File: src/hw/rtl/tmhq_pkg.sv
// tmhq_pkg: shared types, codes and sizes for the timer min-heap queue
// used by tmhq_ctrl, tmhq_dp and timer_min_heap_queue_core
package tmhq_pkg;

	localparam int unsigned HEAP_DEPTH_DEF = 64;
	localparam int unsigned MAX_RESULTS    = 64;
	localparam int unsigned KW             = $clog2(MAX_RESULTS + 1);
	localparam int unsigned DLW            = 48;
	localparam int unsigned IDW            = 32;
	localparam int unsigned TGW            = 32;
	localparam int unsigned WW             = 32;
	localparam logic [WW-1:0] WAIT_MAX     = 32'h7FFF_FFFF;
	localparam logic [IDW-1:0] ID_FIRST    = 32'd1;
	localparam logic [IDW-1:0] ID_LAST     = 32'hFFFF_FFFF;

	localparam logic [1:0] OP_SCHEDULE = 2'd0;
	localparam logic [1:0] OP_CANCEL   = 2'd1;
	localparam logic [1:0] OP_EXPIRE   = 2'd2;
	localparam logic [1:0] OP_QUERY    = 2'd3;

	localparam logic [2:0] ST_OK        = 3'd0;
	localparam logic [2:0] ST_FULL      = 3'd1;
	localparam logic [2:0] ST_NOT_FOUND = 3'd2;
	localparam logic [2:0] ST_FIRED     = 3'd3;
	localparam logic [2:0] ST_NONE_DUE  = 3'd4;

	typedef struct packed {
		logic [1:0]            operation;
		logic [DLW-1:0]        now_time;
		logic [DLW-1:0]        delay;
		logic [IDW-1:0]        cancel_id;
		logic [TGW-1:0]        tag;
		logic signed [WW-1:0]  requested_wait;
	} in_word_t;

	typedef struct packed {
		logic [2:0]            status;
		logic [IDW-1:0]        result_id;
		logic [TGW-1:0]        result_tag;
		logic signed [WW-1:0]  wait_ms;
		logic                  last;
	} out_word_t;

	typedef struct packed {
		logic            cancelled;
		logic [IDW-1:0]  id;
		logic [TGW-1:0]  tag;
		logic [DLW-1:0]  deadline;
	} entry_t;

	typedef enum logic [4:0] {
		CMD_NOP, CMD_LOAD, CMD_SCH_INIT, CMD_UP_READ, CMD_UP_STEP, CMD_PLACE,
		CMD_EMIT_SCH, CMD_EMIT_FULL, CMD_SC_READ, CMD_SC_CHECK, CMD_EMIT_OK,
		CMD_EMIT_NF, CMD_RT_READ, CMD_POP, CMD_POP_X, CMD_DN_RL, CMD_DN_RR,
		CMD_DN_CMP, CMD_EX_FIRE, CMD_EX_END, CMD_Q_ANS
	} dp_cmd_t;

	typedef struct packed {
		logic full;
		logic count_zero;
		logic idx_zero;
		logic up_stop;
		logic scan_end;
		logic match;
		logic due;
		logic root_canc;
		logic left_valid;
		logic dn_stop;
		logic fire_canc;
		logic k_max;
	} dp_stat_t;

	typedef enum logic [4:0] {
		S_IDLE, S_DISPATCH, S_UP, S_UP_CHK, S_SCH_EMIT, S_SC_RD, S_SC_CHK, S_SC_OK,
		S_EX_TOP, S_EX_CHK, S_EX_FIRE, S_POP_X, S_DN_RL, S_DN_RR, S_DN_CMP,
		S_Q_TOP, S_Q_CHK
	} ctl_state_t;

endpackage

File: src/hw/rtl/tmhq_ctrl.sv
// tmhq_ctrl: sequencer for schedule, cancel, expire and query
// drives tmhq_pkg::dp_cmd_t into tmhq_dp and reads back tmhq_pkg::dp_stat_t
module tmhq_ctrl (
	input  logic                clk,
	input  logic                arst_n,
	input  logic                start,
	input  logic [1:0]          operation,
	input  tmhq_pkg::dp_stat_t  stat,
	output tmhq_pkg::dp_cmd_t   cmd,
	output logic                busy
);
	tmhq_pkg::ctl_state_t state_q, state_nx, after_pop;
	logic [1:0] op_q;

	assign after_pop = (op_q == tmhq_pkg::OP_EXPIRE) ? tmhq_pkg::S_EX_FIRE
		: tmhq_pkg::S_Q_TOP;

	always_ff @(posedge clk or negedge arst_n) begin
		if (!arst_n) begin
			state_q <= tmhq_pkg::S_IDLE;
			op_q    <= tmhq_pkg::OP_SCHEDULE;
		end else begin
			state_q <= state_nx;
			if (state_q == tmhq_pkg::S_IDLE && start) begin
				op_q <= operation;
			end
		end
	end

	always_comb begin
		state_nx = state_q;
		unique case (state_q)
			tmhq_pkg::S_IDLE: if (start) state_nx = tmhq_pkg::S_DISPATCH;
			tmhq_pkg::S_DISPATCH: begin
				unique case (op_q)
					tmhq_pkg::OP_SCHEDULE:
						state_nx = stat.full ? tmhq_pkg::S_IDLE : tmhq_pkg::S_UP;
					tmhq_pkg::OP_CANCEL: state_nx = tmhq_pkg::S_SC_RD;
					tmhq_pkg::OP_EXPIRE: state_nx = tmhq_pkg::S_EX_TOP;
					default: state_nx = tmhq_pkg::S_Q_TOP;
				endcase
			end
			tmhq_pkg::S_UP:
				state_nx = stat.idx_zero ? tmhq_pkg::S_SCH_EMIT : tmhq_pkg::S_UP_CHK;
			tmhq_pkg::S_UP_CHK:
				state_nx = stat.up_stop ? tmhq_pkg::S_SCH_EMIT : tmhq_pkg::S_UP;
			tmhq_pkg::S_SCH_EMIT: state_nx = tmhq_pkg::S_IDLE;
			tmhq_pkg::S_SC_RD:
				state_nx = stat.scan_end ? tmhq_pkg::S_IDLE : tmhq_pkg::S_SC_CHK;
			tmhq_pkg::S_SC_CHK:
				state_nx = stat.match ? tmhq_pkg::S_SC_OK : tmhq_pkg::S_SC_RD;
			tmhq_pkg::S_SC_OK: state_nx = tmhq_pkg::S_IDLE;
			tmhq_pkg::S_EX_TOP:
				state_nx = (stat.count_zero || stat.k_max) ? tmhq_pkg::S_IDLE
					: tmhq_pkg::S_EX_CHK;
			tmhq_pkg::S_EX_CHK:
				state_nx = stat.due ? tmhq_pkg::S_POP_X : tmhq_pkg::S_IDLE;
			tmhq_pkg::S_EX_FIRE: state_nx = tmhq_pkg::S_EX_TOP;
			tmhq_pkg::S_POP_X:
				state_nx = stat.count_zero ? after_pop : tmhq_pkg::S_DN_RL;
			tmhq_pkg::S_DN_RL:
				state_nx = stat.left_valid ? tmhq_pkg::S_DN_RR : after_pop;
			tmhq_pkg::S_DN_RR: state_nx = tmhq_pkg::S_DN_CMP;
			tmhq_pkg::S_DN_CMP:
				state_nx = stat.dn_stop ? after_pop : tmhq_pkg::S_DN_RL;
			tmhq_pkg::S_Q_TOP:
				state_nx = stat.count_zero ? tmhq_pkg::S_IDLE : tmhq_pkg::S_Q_CHK;
			tmhq_pkg::S_Q_CHK:
				state_nx = stat.root_canc ? tmhq_pkg::S_POP_X : tmhq_pkg::S_IDLE;
			default: state_nx = tmhq_pkg::S_IDLE;
		endcase
	end

	always_comb begin
		cmd = tmhq_pkg::CMD_NOP;
		unique case (state_q)
			tmhq_pkg::S_IDLE: if (start) cmd = tmhq_pkg::CMD_LOAD;
			tmhq_pkg::S_DISPATCH: begin
				if (op_q == tmhq_pkg::OP_SCHEDULE) begin
					cmd = stat.full ? tmhq_pkg::CMD_EMIT_FULL : tmhq_pkg::CMD_SCH_INIT;
				end
			end
			tmhq_pkg::S_UP:
				cmd = stat.idx_zero ? tmhq_pkg::CMD_PLACE : tmhq_pkg::CMD_UP_READ;
			tmhq_pkg::S_UP_CHK: cmd = tmhq_pkg::CMD_UP_STEP;
			tmhq_pkg::S_SCH_EMIT: cmd = tmhq_pkg::CMD_EMIT_SCH;
			tmhq_pkg::S_SC_RD:
				cmd = stat.scan_end ? tmhq_pkg::CMD_EMIT_NF : tmhq_pkg::CMD_SC_READ;
			tmhq_pkg::S_SC_CHK: cmd = tmhq_pkg::CMD_SC_CHECK;
			tmhq_pkg::S_SC_OK: cmd = tmhq_pkg::CMD_EMIT_OK;
			tmhq_pkg::S_EX_TOP:
				cmd = (stat.count_zero || stat.k_max) ? tmhq_pkg::CMD_EX_END
					: tmhq_pkg::CMD_RT_READ;
			tmhq_pkg::S_EX_CHK: cmd = stat.due ? tmhq_pkg::CMD_POP : tmhq_pkg::CMD_EX_END;
			tmhq_pkg::S_EX_FIRE: cmd = tmhq_pkg::CMD_EX_FIRE;
			tmhq_pkg::S_POP_X: if (!stat.count_zero) cmd = tmhq_pkg::CMD_POP_X;
			tmhq_pkg::S_DN_RL:
				cmd = stat.left_valid ? tmhq_pkg::CMD_DN_RL : tmhq_pkg::CMD_PLACE;
			tmhq_pkg::S_DN_RR: cmd = tmhq_pkg::CMD_DN_RR;
			tmhq_pkg::S_DN_CMP: cmd = tmhq_pkg::CMD_DN_CMP;
			tmhq_pkg::S_Q_TOP:
				cmd = stat.count_zero ? tmhq_pkg::CMD_Q_ANS : tmhq_pkg::CMD_RT_READ;
			tmhq_pkg::S_Q_CHK:
				cmd = stat.root_canc ? tmhq_pkg::CMD_POP : tmhq_pkg::CMD_Q_ANS;
			default: cmd = tmhq_pkg::CMD_NOP;
		endcase
	end

	assign busy = state_q != tmhq_pkg::S_IDLE;

endmodule

File: config.mk
export PLATFORM = sky130hd
export DESIGN_NAME = tmhq_ctrl
export DESIGN_NICKNAME = d
export VERILOG_FILES = /design/src/hw/rtl/tmhq_pkg.sv /design/src/hw/rtl/tmhq_ctrl.sv
export SDC_FILE = /design/constraint.sdc
export NUM_CORES = 1
export LEC_CHECK = 0
export BUFFER_PORTS_ARGS = -buffer_cell sky130_fd_sc_hd__buf_4
export CAP_MARGIN = 5
export CORE_AREA = 2 2 44 46
export DETAILED_ROUTE_END_ITERATION = 12
export DIE_AREA = 0 0 46 48
export PLACE_DENSITY = 0.85
export SYNTH_ARGS = -nofsm -noshare
export SYNTH_HDL_FRONTEND = slang
export SYNTH_SLANG_ARGS = --single-unit
File: constraint.sdc
create_clock -name clk -period 3.1 [get_ports clk]
set_input_delay 0 -clock clk [delete_from_list [all_inputs] [get_ports clk]]
set_output_delay 0 -clock clk [all_outputs]
set_load 0.02 [all_outputs]
==> flow_summary.json <==
{
  "unrepaired_setup_endpoints_after_global_routing": "no",
  "first_iter_violations": 59,
  "post_synth_inst_count": 132,
  "regToRegSetupSlack_ns": 1.14,
  "worstHoldPathCells": 3,
  "antenna_found_initial": 0,
  "reg2regPathDepth": 4,
  "final_net_count": 166,
  "rr_endpoint": "state_q[0]$_DFFE_PN0P_",
  "die-width_um": 46,
  "die_area_um2": 2210,
  "dpl_worst_slack_ns": 1.14,
  "critical-path-max-stage-delay_ns": 0.88,
  "post_synth_num_cell_types": 39,
  "status": "finished, final reports clean",
  "pin_count_of_the_biggest_net_entering_global_routing": 32,
  "setup-tns-final_ns": 0,
  "r2r_start": "state_q[0]$_DFFE_PN0P_",
  "layout_min_cycle_time_ns": 2.29,
  "fin_worst_skew_ns": 0.000953,
  "yosysWarnings": 0,
  "clk_pin_slew_worst_paths_ns": 0.05,
  "cts.repair_timing.setup_buffer_count": 0,
  "layout_setup_ws_ns": 0.808,
  "worstSkewPairLatency_ns": 0.26,
  "final_layout_size_suffix_gt1_share_pct": 23.0,
  "detailedPlacementHpwl_mm": 1.86,
  "clock_sinks": 7,
  "tritoncts": "yes",
  "ctsResizeCount": 0,
  "area_delta_synth_final_pct": 19.5,
  "critical_path.endpoint_type": "output port",
  "postSynth.topFlopCell": "dfrtp_1",
  "syn-num-nets": 149,
  "maxCapViolations": 0,
  "critPathRequiredTime_ns": 3.10,
  "timing.critical_path.arrival_ns": 2.29,
  "seq_area_frac_synth_pct": 18.8,
  "max_clock_freq_mhz": 436,
  "num_rows": 15,
  "antenna_cells": 0,
  "hp-start": "stat[6]",
  "io_buffer_count": 21,
  "fp.coreArea_um2": 1690,
  "tritoncts.num_buffers": 3,
  "routed_wirelength_mm": 2.60,
  "worst_margin_slew_ns": 0.834,
  "syn-mean-instance-area_um2": 7.06,
  "drt-wirelength-per-cell_um": 15.7,
  "power.leakage_nw": 0.440,
  "worstSetupStartpointType": "flip-flop",
  "dp_cells": 158,
  "netlist_area_um2": 932,
  "grt_pass1_wl_mm": 4.28,
  "number_of_nets_with_antenna_violations_after_routing": 0,
  "worst_hold_path.endpoint": "state_q[1]$_DFFE_PN0P_",
  "final_hold_viol_count": 0,
  "finalCritPeriodShare_pct": 73.9,
  "grt_pass1_vias": 970,
  "globalRoute.totalOverflow": 0,
  "dieHeight_um": 48,
  "vias": 1083,
  "final-instance-count-excl-fill": 165,
  "boundaryPins": 23,
  "route.detailed.drc": 0,
  "power_density_over_the_cells_nw_per_um2": 848,
  "via_per_inst": 6.56,
  "clk_root_buffer_cell": "clkbuf_4",
  "grt.total_usage_pct": 27.0,
  "cpMaxStageDelayCell": "dfrtp_1",
  "cts.hold.buffers_added": 3,
  "cts_max_level": 1,
  "place_congestion": 0.917,
  "drt_first_pass_iters": 4,
  "worst_relative_slew_slack_pct": 44.4,
  "slew_violations": 0,
  "critPathKind": "flip-flop to output port",
  "path_max_fanout": 31,
  "clockBufferDepth": 2,
  "initial_core_util_pct": 55.2,
  "cp_cell_sequence": "or3b_4, nor2_1, a31oi_1, nand4_1, buf_4",
  "max_rail_drop_vdd_mv": 0.621,
  "finalSetupViolations": 0,
  "synth-edff-count": 0,
  "worstHoldPathType": "input pin to flip-flop",
  "ys_async_sr_fraction_pct": 100,
  "nFillCells": 151,
  "synth-seq-cells": 7
}
worst max-delay path, delay by kind of cell (launching register included):
family,cells,cell delay [ns]
AOI/OAI and AO/OA,1,0.17
and+or+nand+nor,3,0.84
DFF,1,0.88
buffers and inverters,1,0.14
report_power, final:
group          total, mW  internal, mW  switching, mW
clock network     0.0849        0.0492         0.0356
registers          0.264         0.124          0.140
logic              0.596         0.285          0.311
cells in the final DEF, fill, tap and decap left out, types with 2 or more instances in the layout:
cell	instances
clkbuf_4	3
a22oi_1	2
a211oi_1	5
dfrtp_1	7
or3b_1	4
o21ai_0	6
nand3b_1	9
nand2b_1	7
a21oi_1	9
nand2_1	9
dlygate4sd3_1	3
mux2_2	2
a21o_1	2
nand4_1	3
nand3_1	4
nor2b_1	3
a211oi_2	2
nor3b_1	3
or2_2	2
nor3_1	7
buf_4	21
nor2_1	12
a31oi_1	4
inv_1	2
Yosys cell counts, types with 2 or more instances:
cell / instances / area share, %
a21oi_1: 9 / 4.8
a211oi_2: 2 / 2.7
o21ai_0: 6 / 3.2
nor2b_1: 3 / 2.0
nand4_1: 3 / 2.0
nor3b_1: 3 / 2.4
inv_1: 2 / 0.81
or2_2: 2 / 1.3
nor3_1: 7 / 3.8
nand3b_1: 9 / 7.2
a22oi_1: 2 / 1.6
buf_2: 7 / 3.8
nand2_1: 9 / 3.6
clkbuf_1: 5 / 2.0
dfrtp_1: 7 / 19
nor2_1: 12 / 4.8
a31oi_1: 4 / 2.7
nand2b_1: 7 / 4.7
or3b_1: 4 / 3.8
nand3_1: 4 / 2.1
mux2_2: 2 / 2.4
a21o_1: 2 / 1.6
a211oi_1: 5 / 4.0
area by class of cell:
type / instances / area, um2 / area share [%]
multi-input combinational: 110 / 692 / 62.1
tap: 17 / 21.3 / 1.91
clock buffer: 4 / 26.3 / 2.36
inverter: 3 / 11.3 / 1.01
sequential: 7 / 175 / 15.7
timing repair buffer: 24 / 188 / 16.9
registers in the layout, summed over array words and instances, names as in the netlist:
register,flops
op_q,2
state_q,5
worst max-delay path by stage:
stage                      startpoint     end  slack [ns]  cells past startpoint
6_report       state_q[0]$_DFFE_PN0P_  cmd[2]        0.81                      5
5_1_grt        state_q[0]$_DFFE_PN0P_  cmd[2]        0.70                      5
3_5_place_dp   state_q[0]$_DFFE_PN0P_  cmd[2]        1.14                      5
3_3_place_gp   state_q[0]$_DFFE_PN0P_  cmd[2]        1.18                      5
2_1_floorplan  state_q[3]$_DFFE_PN0P_  cmd[3]        1.45                      5
4_1_cts        state_q[0]$_DFFE_PN0P_  cmd[2]        0.86                      5
per-stage QoR:
step | cell area (um2) | power [mW] | hold slack (ns) | util (%)
after floorplan | 932 | 0.684 | -0.296 | -
after global placement | 1060 | 0.828 | -0.186 | 62.6
after detailed placement | 1060 | 0.849 | -0.183 | 62.6
after CTS | 1110 | 0.938 | 0.00441 | 65.9
after global routing | 1110 | 1.02 | 0.00645 | 65.9
final | 1110 | 0.944 | 0.00820 | 65.9
cell families after synthesis:
family                 share of synthesized area [%]
buffers and inverters                           6.98
DFF                                             18.8
AOI/OAI and AO/OA                               28.1
muxes                                           2.42
and+or+nand+nor                                 43.8
per-layer routing:
metal / GRT usage [%] / up-vias / wire, um
met4: 12.6 / 0 / 62
met3: 6.79 / 8 / 206
met5: 0 / - / 0
met1: 35.8 / 499 / 1090
li1: - / 524 / -
met2: 41.1 / 52 / 1230
Power figures use the tool's default switching activity.
